--- config.mk ---
export PLATFORM = sky130hd
export DESIGN_NAME = primitive_root_finder
export DESIGN_NICKNAME = d
export VERILOG_FILES = /design/src/prf_pkg.sv /design/src/prf_divider.sv /design/src/prf_modmul.sv /design/src/primitive_root_finder.sv
export SDC_FILE = /design/constraint.sdc
export NUM_CORES = 2
export LEC_CHECK = 0
export BUFFER_PORTS_ARGS = -buffer_cell sky130_fd_sc_hd__clkbuf_2
export CAP_MARGIN = 20
export CORE_ASPECT_RATIO = 2
export CORE_UTILIZATION = 55
export CTS_BUF_LIST = sky130_fd_sc_hd__clkbuf_16
export CTS_CLUSTER_SIZE = 14
export DETAILED_ROUTE_END_ITERATION = 6
export HOLD_SLACK_MARGIN = 0.1
export PLACE_DENSITY = 0.71
export SYNTH_ARGS = -nofsm -noshare
export SYNTH_HDL_FRONTEND = slang
export SYNTH_SLANG_ARGS = --single-unit
--- constraint.sdc ---
create_clock -name aclk -period 19.65 [get_ports aclk]
set_clock_uncertainty 0.05 [all_clocks]
set_input_delay 1.965 -clock aclk [delete_from_list [all_inputs] [get_ports aclk]]
set_output_delay 1.965 -clock aclk [all_outputs]
set_load 0.02 [all_outputs]
--- src/prf_pkg.sv ---
// Package: shared constants, types and state encoding for the primitive root finder.
`default_nettype none
package prf_pkg;
    localparam int DEF_VALUE_WIDTH = 31;
    localparam int DEF_MAX_FACTORS = 9;
    localparam int ROOT_WIDTH      = 32;

    // Sequencer states.
    typedef enum logic [3:0] {
        ST_IDLE,
        ST_DIV_START,
        ST_DIV_WAIT,
        ST_SQ_CHECK,
        ST_STRIP_START,
        ST_STRIP_WAIT,
        ST_LEFTOVER,
        ST_CAND,
        ST_EXP_START,
        ST_EXP_WAIT,
        ST_POW_START,
        ST_POW_WAIT,
        ST_POW_CHECK,
        ST_DONE
    } prf_state_t;

    // Control bundle from the sequencer to the arithmetic units.
    typedef struct packed {
        logic start;
    } prf_go_t;
endpackage
`default_nettype wire

--- src/prf_divider.sv ---
// Bit-serial restoring divider: one quotient bit per cycle.
`default_nettype none
module prf_divider
    import prf_pkg::*;
#(
    parameter int W = DEF_VALUE_WIDTH
) (
    input  wire logic         aclk,
    input  wire logic         aresetn,
    input  wire prf_go_t      go,
    input  wire logic [W-1:0] dividend,
    input  wire logic [W-1:0] divisor,
    output logic              busy,
    output logic [W-1:0]      quotient,
    output logic [W-1:0]      remainder
);
    localparam int CW = $clog2(W + 1);

    logic [W-1:0]  quo_reg, quo_next;
    logic [W-1:0]  rem_reg, rem_next;
    logic [W-1:0]  dsr_reg, dsr_next;
    logic [CW-1:0] cnt_reg, cnt_next;
    logic          busy_reg, busy_next;
    logic [W:0]    trial;

    // One shift-subtract step per cycle.
    always_comb begin
        quo_next  = quo_reg;
        rem_next  = rem_reg;
        dsr_next  = dsr_reg;
        cnt_next  = cnt_reg;
        busy_next = busy_reg;
        trial     = {rem_reg, quo_reg[W-1]};
        if (go.start) begin
            quo_next  = dividend;
            rem_next  = '0;
            dsr_next  = divisor;
            cnt_next  = CW'(W);
            busy_next = 1'b1;
        end else if (busy_reg) begin
            if (trial >= {1'b0, dsr_reg}) begin
                rem_next = W'(trial - {1'b0, dsr_reg});
                quo_next = {quo_reg[W-2:0], 1'b1};
            end else begin
                rem_next = trial[W-1:0];
                quo_next = {quo_reg[W-2:0], 1'b0};
            end
            cnt_next = cnt_reg - 1'b1;
            if (cnt_reg == CW'(1)) begin
                busy_next = 1'b0;
            end
        end
    end

    always_ff @(posedge aclk) begin
        quo_reg <= quo_next;
        rem_reg <= rem_next;
        dsr_reg <= dsr_next;
        cnt_reg <= cnt_next;
        if (!aresetn) begin
            busy_reg <= 1'b0;
        end else begin
            busy_reg <= busy_next;
        end
    end

    assign busy      = busy_reg;
    assign quotient  = quo_reg;
    assign remainder = rem_reg;
endmodule
`default_nettype wire

--- src/prf_modmul.sv ---
// Bit-serial modular multiplier: (a * b) mod m, one bit of b per cycle.
`default_nettype none
module prf_modmul
    import prf_pkg::*;
#(
    parameter int W = DEF_VALUE_WIDTH
) (
    input  wire logic         aclk,
    input  wire logic         aresetn,
    input  wire prf_go_t      go,
    input  wire logic [W-1:0] a,
    input  wire logic [W-1:0] b,
    input  wire logic [W-1:0] m,
    output logic              busy,
    output logic [W-1:0]      product
);
    localparam int CW = $clog2(W + 1);

    logic [W-1:0]  acc_reg, acc_next;
    logic [W-1:0]  a_reg, a_next;
    logic [W-1:0]  b_reg, b_next;
    logic [W-1:0]  m_reg, m_next;
    logic [CW-1:0] cnt_reg, cnt_next;
    logic          busy_reg, busy_next;
    logic [W:0]    dbl;
    logic [W-1:0]  dbl_red;
    logic [W:0]    add;

    // Horner step from the top bit of b: acc = 2*acc (+ a), reduced each time.
    always_comb begin
        acc_next  = acc_reg;
        a_next    = a_reg;
        b_next    = b_reg;
        m_next    = m_reg;
        cnt_next  = cnt_reg;
        busy_next = busy_reg;
        dbl       = {acc_reg, 1'b0};
        dbl_red   = (dbl >= {1'b0, m_reg}) ? W'(dbl - {1'b0, m_reg}) : dbl[W-1:0];
        add       = {1'b0, dbl_red} + {1'b0, a_reg};
        if (go.start) begin
            acc_next  = '0;
            a_next    = a;
            b_next    = b;
            m_next    = m;
            cnt_next  = CW'(W);
            busy_next = 1'b1;
        end else if (busy_reg) begin
            if (b_reg[W-1]) begin
                acc_next = (add >= {1'b0, m_reg}) ? W'(add - {1'b0, m_reg}) : add[W-1:0];
            end else begin
                acc_next = dbl_red;
            end
            b_next   = {b_reg[W-2:0], 1'b0};
            cnt_next = cnt_reg - 1'b1;
            if (cnt_reg == CW'(1)) begin
                busy_next = 1'b0;
            end
        end
    end

    always_ff @(posedge aclk) begin
        acc_reg <= acc_next;
        a_reg   <= a_next;
        b_reg   <= b_next;
        m_reg   <= m_next;
        cnt_reg <= cnt_next;
        if (!aresetn) begin
            busy_reg <= 1'b0;
        end else begin
            busy_reg <= busy_next;
        end
    end

    assign busy    = busy_reg;
    assign product = acc_reg;
endmodule
`default_nettype wire

--- src/primitive_root_finder.sv ---
// Top level: sequencer that factors p-1 and tests candidates for a primitive root.
// A modulus below two reaches the result in the next cycle; otherwise each division or modular
// product runs bit-serially, trial division runs up to sqrt(p-1) divisors and each candidate
// costs a division and up to 2*VALUE_WIDTH products per prime factor.
// Throughput: one request at a time; s_ready returns the cycle after the result is taken.
// Reset (aresetn, synchronous, active low) returns the sequencer to idle, no result held.
`default_nettype none
module primitive_root_finder
    import prf_pkg::*;
#(
    parameter int VALUE_WIDTH = DEF_VALUE_WIDTH,
    parameter int MAX_FACTORS = DEF_MAX_FACTORS
) (
    input  wire logic                   aclk,
    input  wire logic                   aresetn,
    input  wire logic                   s_valid,
    output logic                        s_ready,
    input  wire logic [VALUE_WIDTH-1:0] s_modulus,
    output logic                        m_valid,
    input  wire logic                   m_ready,
    output logic signed [ROOT_WIDTH-1:0] m_root
);
    localparam int W  = VALUE_WIDTH;
    localparam int FW = $clog2(MAX_FACTORS + 1);
    localparam int IW = (MAX_FACTORS > 1) ? $clog2(MAX_FACTORS) : 1;
    localparam int EW = $clog2(W + 1);

    prf_state_t state_reg, state_next;

    logic [W-1:0]  p_reg, p_next;
    logic [W-1:0]  phi_reg, phi_next;
    logic [W-1:0]  n_reg, n_next;
    logic [W-1:0]  d_reg, d_next;
    logic [W-1:0]  r_reg, r_next;
    logic [W-1:0]  e_reg, e_next;
    logic [W-1:0]  acc_reg, acc_next;
    logic [W-1:0]  sqr_reg, sqr_next;
    logic [EW-1:0] bit_reg, bit_next;
    logic          sq_phase_reg, sq_phase_next;
    logic          found_reg, found_next;
    logic [FW-1:0] fcnt_reg, fcnt_next;
    logic [FW-1:0] k_reg, k_next;
    logic [ROOT_WIDTH-1:0] root_reg, root_next;
    logic          stored_reg, stored_next;

    // Factor store, written and read in clocked blocks.
    logic [W-1:0] fmem [MAX_FACTORS];
    logic [W-1:0] fq_reg;
    logic         fwe;
    logic [IW-1:0] fwa;
    logic [W-1:0] fwd;

    always_ff @(posedge aclk) begin
        if (fwe) begin
            fmem[fwa] <= fwd;
        end
        fq_reg <= fmem[k_next[IW-1:0]];
    end

    // Shared divider and multiplier.
    prf_go_t      div_go, mul_go;
    logic [W-1:0] div_a, div_b, div_q, div_r;
    logic         div_busy;
    logic [W-1:0] mul_a, mul_b, mul_p;
    logic         mul_busy;

    prf_divider #(.W(W)) u_div (
        .aclk(aclk), .aresetn(aresetn), .go(div_go), .dividend(div_a),
        .divisor(div_b), .busy(div_busy), .quotient(div_q), .remainder(div_r)
    );

    prf_modmul #(.W(W)) u_mul (
        .aclk(aclk), .aresetn(aresetn), .go(mul_go), .a(mul_a), .b(mul_b),
        .m(p_reg), .busy(mul_busy), .product(mul_p)
    );

    // d*d <= n check by one full-width product.
    logic [2*W-1:0] dsq;
    assign dsq = d_reg * d_reg;

    // Next state and datapath.
    always_comb begin
        state_next    = state_reg;
        p_next        = p_reg;
        phi_next      = phi_reg;
        n_next        = n_reg;
        d_next        = d_reg;
        r_next        = r_reg;
        e_next        = e_reg;
        acc_next      = acc_reg;
        sqr_next      = sqr_reg;
        bit_next      = bit_reg;
        sq_phase_next = sq_phase_reg;
        found_next    = found_reg;
        fcnt_next     = fcnt_reg;
        k_next        = k_reg;
        root_next     = root_reg;
        stored_next   = stored_reg;
        fwe           = 1'b0;
        fwa           = fcnt_reg[IW-1:0];
        fwd           = d_reg;
        div_go.start  = 1'b0;
        mul_go.start  = 1'b0;
        div_a         = n_reg;
        div_b         = d_reg;
        mul_a         = acc_reg;
        mul_b         = acc_reg;
        case (state_reg)
            ST_IDLE: begin
                if (s_valid) begin
                    p_next    = s_modulus;
                    phi_next  = s_modulus - 1'b1;
                    n_next    = s_modulus - 1'b1;
                    d_next    = W'(2);
                    fcnt_next = '0;
                    root_next = '1;
                    r_next    = W'(2);
                    if (s_modulus < W'(2)) begin
                        state_next = ST_DONE;
                    end else begin
                        state_next = ST_SQ_CHECK;
                    end
                end
            end
            ST_SQ_CHECK: begin
                if (dsq <= {{W{1'b0}}, n_reg}) begin
                    stored_next = 1'b0;
                    state_next  = ST_DIV_START;
                end else begin
                    state_next = ST_LEFTOVER;
                end
            end
            ST_DIV_START: begin
                div_go.start = 1'b1;
                state_next   = ST_DIV_WAIT;
            end
            ST_DIV_WAIT: begin
                if (!div_busy) begin
                    if (div_r == '0) begin
                        n_next = div_q;
                        if (!stored_reg) begin
                            stored_next = 1'b1;
                            if (fcnt_reg < FW'(MAX_FACTORS)) begin
                                fwe       = 1'b1;
                                fcnt_next = fcnt_reg + 1'b1;
                            end
                        end
                        state_next = ST_DIV_START;
                    end else begin
                        d_next     = d_reg + 1'b1;
                        state_next = ST_SQ_CHECK;
                    end
                end
            end
            ST_LEFTOVER: begin
                if (n_reg > W'(1) && fcnt_reg < FW'(MAX_FACTORS)) begin
                    fwe       = 1'b1;
                    fwd       = n_reg;
                    fcnt_next = fcnt_reg + 1'b1;
                end
                state_next = ST_CAND;
            end
            ST_CAND: begin
                k_next     = '0;
                found_next = 1'b1;
                if (r_reg > p_reg || r_reg < W'(2)) begin
                    state_next = ST_DONE;
                end else begin
                    state_next = ST_EXP_START;
                end
            end
            ST_EXP_START: begin
                // Exponent phi / q for the current factor.
                if (k_reg >= fcnt_reg) begin
                    if (found_reg) begin
                        root_next  = ROOT_WIDTH'(r_reg);
                        state_next = ST_DONE;
                    end else begin
                        r_next     = r_reg + 1'b1;
                        state_next = ST_CAND;
                        if (r_reg == p_reg) begin
                            state_next = ST_DONE;
                        end
                    end
                end else begin
                    div_a        = phi_reg;
                    div_b        = fq_reg;
                    div_go.start = 1'b1;
                    state_next   = ST_EXP_WAIT;
                end
            end
            ST_EXP_WAIT: begin
                if (!div_busy) begin
                    e_next        = div_q;
                    acc_next      = (p_reg == W'(1)) ? '0 : W'(1);
                    sqr_next      = r_reg;
                    if (r_reg == p_reg) begin
                        sqr_next = '0;
                    end
                    bit_next      = EW'(W);
                    sq_phase_next = 1'b0;
                    state_next    = ST_POW_START;
                end
            end
            ST_POW_START: begin
                if (bit_reg == '0) begin
                    state_next = ST_POW_CHECK;
                end else if (!sq_phase_reg && e_reg[0]) begin
                    mul_a        = acc_reg;
                    mul_b        = sqr_reg;
                    mul_go.start = 1'b1;
                    state_next   = ST_POW_WAIT;
                end else if (!sq_phase_reg) begin
                    sq_phase_next = 1'b1;
                end else begin
                    mul_a        = sqr_reg;
                    mul_b        = sqr_reg;
                    mul_go.start = 1'b1;
                    state_next   = ST_POW_WAIT;
                end
            end
            ST_POW_WAIT: begin
                if (!mul_busy) begin
                    state_next = ST_POW_START;
                    if (!sq_phase_reg) begin
                        acc_next      = mul_p;
                        sq_phase_next = 1'b1;
                    end else begin
                        sqr_next      = mul_p;
                        e_next        = e_reg >> 1;
                        bit_next      = bit_reg - 1'b1;
                        sq_phase_next = 1'b0;
                        if ((e_reg >> 1) == '0) begin
                            bit_next = '0;
                        end
                    end
                end
            end
            ST_POW_CHECK: begin
                if (acc_reg == W'(1) || fq_reg == '0) begin
                    found_next = 1'b0;
                    k_next     = fcnt_reg;
                end else begin
                    k_next = k_reg + 1'b1;
                end
                state_next = ST_EXP_START;
            end
            ST_DONE: begin
                if (m_ready) begin
                    state_next = ST_IDLE;
                end
            end
            default: begin
                state_next = ST_IDLE;
            end
        endcase
    end

    // Handshake outputs.
    always_comb begin
        s_ready = (state_reg == ST_IDLE);
        m_valid = (state_reg == ST_DONE);
    end
    assign m_root = root_reg;

    always_ff @(posedge aclk) begin
        p_reg        <= p_next;
        phi_reg      <= phi_next;
        n_reg        <= n_next;
        d_reg        <= d_next;
        r_reg        <= r_next;
        e_reg        <= e_next;
        acc_reg      <= acc_next;
        sqr_reg      <= sqr_next;
        bit_reg      <= bit_next;
        sq_phase_reg <= sq_phase_next;
        found_reg    <= found_next;
        k_reg        <= k_next;
        root_reg     <= root_next;
        stored_reg   <= stored_next;
        if (!aresetn) begin
            state_reg <= ST_IDLE;
            fcnt_reg  <= '0;
        end else begin
            state_reg <= state_next;
            fcnt_reg  <= fcnt_next;
        end
    end
endmodule
`default_nettype wire

==> impl_metrics.json <==
{
  "period_needed_ns": 11.28,
  "end_kind": "flop",
  "max_stage_delay_ns": 0.63,
  "critPathKind": "flop to flop",
  "drt_iter0_drc": 3801,
  "crit_family": "adder cells",
  "synthDistinctLibCells": 86,
  "cp-start-kind": "flop",
  "largest_reg_flops": 279,
  "ctsHoldBuffers": 0,
  "htree_levels": 3,
  "tightest_slew_ns": 1.23,
  "clk_pin_slew_ns": 0.07,
  "synth_ff_type": "edfxtp_1",
  "ctsResizeCount": 0,
  "setup_viol": 0,
  "cts_root_buffer": "clkbuf_16",
  "grt_max_degree": 96,
  "cts_tree": "done",
  "grt_first_pass_wirelength_um": 358000,
  "drive_gt1_share_pct": 6.47,
  "nets": 8347,
  "slowest_stage": "clkinv_1",
  "dr.pass1.iters": 6,
  "tns_ns": 0,
  "die_h_um": 510,
  "rows": 186,
  "ios": 69,
  "drv_slew": 0,
  "route.detailed.drc": 0,
  "synth_edf_count": 722,
  "grt_pass1_vias": 58600,
  "synthesis.nets": 8391,
  "die-area_um2": 131000,
  "clkLatencyLatePin_ns": 0.70,
  "gp_congestion": 1.05,
  "layout.cells.non_filler": 8836,
  "hp-class": "flop to flop",
  "antenna_found_initial": 9,
  "yosys_warnings": 0,
  "cp_common_cell": "fa_1",
  "vias_per_cell": 6.10,
  "grt_setup_unrepaired": "no",
  "syn_inst": 7128,
  "status": "completed",
  "critPathBufInv": 4,
  "fin_crit_sh_pct": 57.4,
  "coreArea_um2": 128000,
  "crit_arrival_ns": 11.64,
  "ys_seq_area_share_pct": 33.8,
  "die_w_um": 256,
  "ys_ff_latch": 839,
  "hold_violations": 0,
  "ant_nets": 0,
  "dp.cells": 8692,
  "worstPathRequired_ns": 20.00,
  "numCtsBuffers": 77,
  "area_growth_pct": 6.85,
  "post-cts-setup-buffer-count": 0,
  "io_buffers": 68,
  "maxCapViolations": 0,
  "ys_async_sr_fraction_pct": 0,
  "drt-wirelength-per-cell_um": 27.7,
  "hpwl_um": 190000,
  "cts.sinks": 839,
  "max_slew_margin_pct": 17.2,
  "start_util_pct": 55.4,
  "grt_util_all_layers_pct": 37.9,
  "path_max_fanout": 30,
  "synth_area_um2": 71000,
  "regMostFlops": "fmem",
  "drt_wl_total_um": 245000,
  "cts_buffer_depth": 3,
  "fmax_ghz": 0.0886,
  "grt_overflow": 0,
  "vias": 53900,
  "syn_avg_cell_area_um2": 9.97,
  "nFillCells": 11100
}
synthesized netlist by cell type (10+ instances only):
master	number	area share, %
a2111oi_0	14	0.17
a211o_1	10	0.12
a211oi_1	27	0.29
a21o_1	132	1.4
a21oi_1	300	2.1
a22o_1	10	0.12
a22oi_1	32	0.34
a311oi_1	34	0.42
a31oi_1	72	0.63
and2_1	244	2.1
and3_1	56	0.49
buf_1	12	0.063
buf_2	21	0.15
clkbuf_1	265	1.4
dfxtp_1	117	3.3
edfxtp_1	722	31
fa_1	766	22
ha_1	462	8.1
inv_1	1096	5.8
mux2_2	90	1.4
mux2i_1	25	0.35
nand2_1	946	5.0
nand2b_1	44	0.39
nand3_1	138	0.97
nand4_1	79	0.70
nor2_1	420	2.2
nor2b_1	46	0.41
nor3_1	72	0.51
nor4_1	70	0.62
o211ai_1	26	0.27
o21a_1	57	0.60
o21ai_0	213	1.5
o21ai_1	13	0.092
o21bai_1	16	0.17
o22ai_1	12	0.11
o31ai_1	16	0.17
or2_2	46	0.41
or3_1	26	0.23
xnor2_1	130	1.6
xor2_1	105	1.3
kinds of logic after synthesis:
| logic type | count (synthesis) | share of synthesized area (%) |
|---|---|---|
| simple gates | 2241 | 14.7 |
| buf+inv | 1400 | 7.44 |
| fa+ha+maj | 1228 | 29.7 |
| compound gates | 1070 | 9.65 |
| flops | 839 | 33.8 |
| xor+xnor | 235 | 2.90 |
| mux | 115 | 1.78 |
final cells by class:
| cell class | instances | area [um2] | area share, % |
|---|---|---|---|
| antenna | 4 | 10.0 | 0.0132 |
| clock buffer | 78 | 1950 | 2.57 |
| clock inverter | 57 | 633 | 0.834 |
| inverter | 1101 | 4140 | 5.45 |
| multi-input combinational | 4889 | 41900 | 55.2 |
| sequential | 839 | 24000 | 31.7 |
| tap | 1692 | 2120 | 2.79 |
| timing repair buffer | 176 | 1170 | 1.54 |
final timing paths:
kind	startpoint	end	slack, ns	cells after the start
worst max-delay path	d_reg[6]	stored_reg	8.37	36
worst min-delay path	fmem[8][28]	fq_reg[28]	0.44	2
worst max register to register	d_reg[6]	stored_reg	8.37	36
worst min register to register	fmem[8][28]	fq_reg[28]	0.44	2
layout by cell type (no fill, tap or decap), types with 72 or more instances in the layout:
cell type,n
mux2_2,90
nand3_1,138
fa_1,766
and2_1,244
inv_1,1119
edfxtp_1,722
a31oi_1,72
a21oi_1,299
o21ai_0,209
ha_1,462
dfxtp_1,115
xnor2_1,130
nand2_1,943
xor2_1,105
a21o_1,132
buf_4,102
clkbuf_16,78
nor2_1,415
nand4_1,79
worst register-to-register path: cells and delay by family (launching register included):
| kind | cells | cell delay, ns |
|---|---|---|
| flip-flops | 1 | 0.34 |
| AND/OR/NAND/NOR | 11 | 2.34 |
| buffers and inverters | 4 | 1.23 |
| AO/OA/AOI/OAI | 10 | 2.37 |
| adder cells (fa/ha/maj) | 10 | 4.59 |
| XOR/XNOR | 1 | 0.10 |
per-layer routing:
layer,share of wire [%],wire (um),up-vias,global-route usage (%)
met5,0.0053,13,-,0
met4,14,34700,2,44.9
met3,5.1,12500,1246,5.50
met2,53,129000,2321,70.2
met1,28,68200,26700,31.6
li1,-,-,23600,-
stage by stage:
step                instance area [um2]  util (%)  setup WS, ns  hold WS, ns
floorplan                         71000         -         10.27        0.398
global placement                  73200      57.1          8.53        0.417
detailed placement                73300      57.1          8.44        0.427
CTS                               75800      59.1          8.43        0.438
global route                      75900      59.2          7.66        0.443
finish                            75900      59.2          8.37        0.440
Power is left out: the tool's default activity adds up to more than one toggle a clock period on the data nets, which glitch-free logic cannot reach.
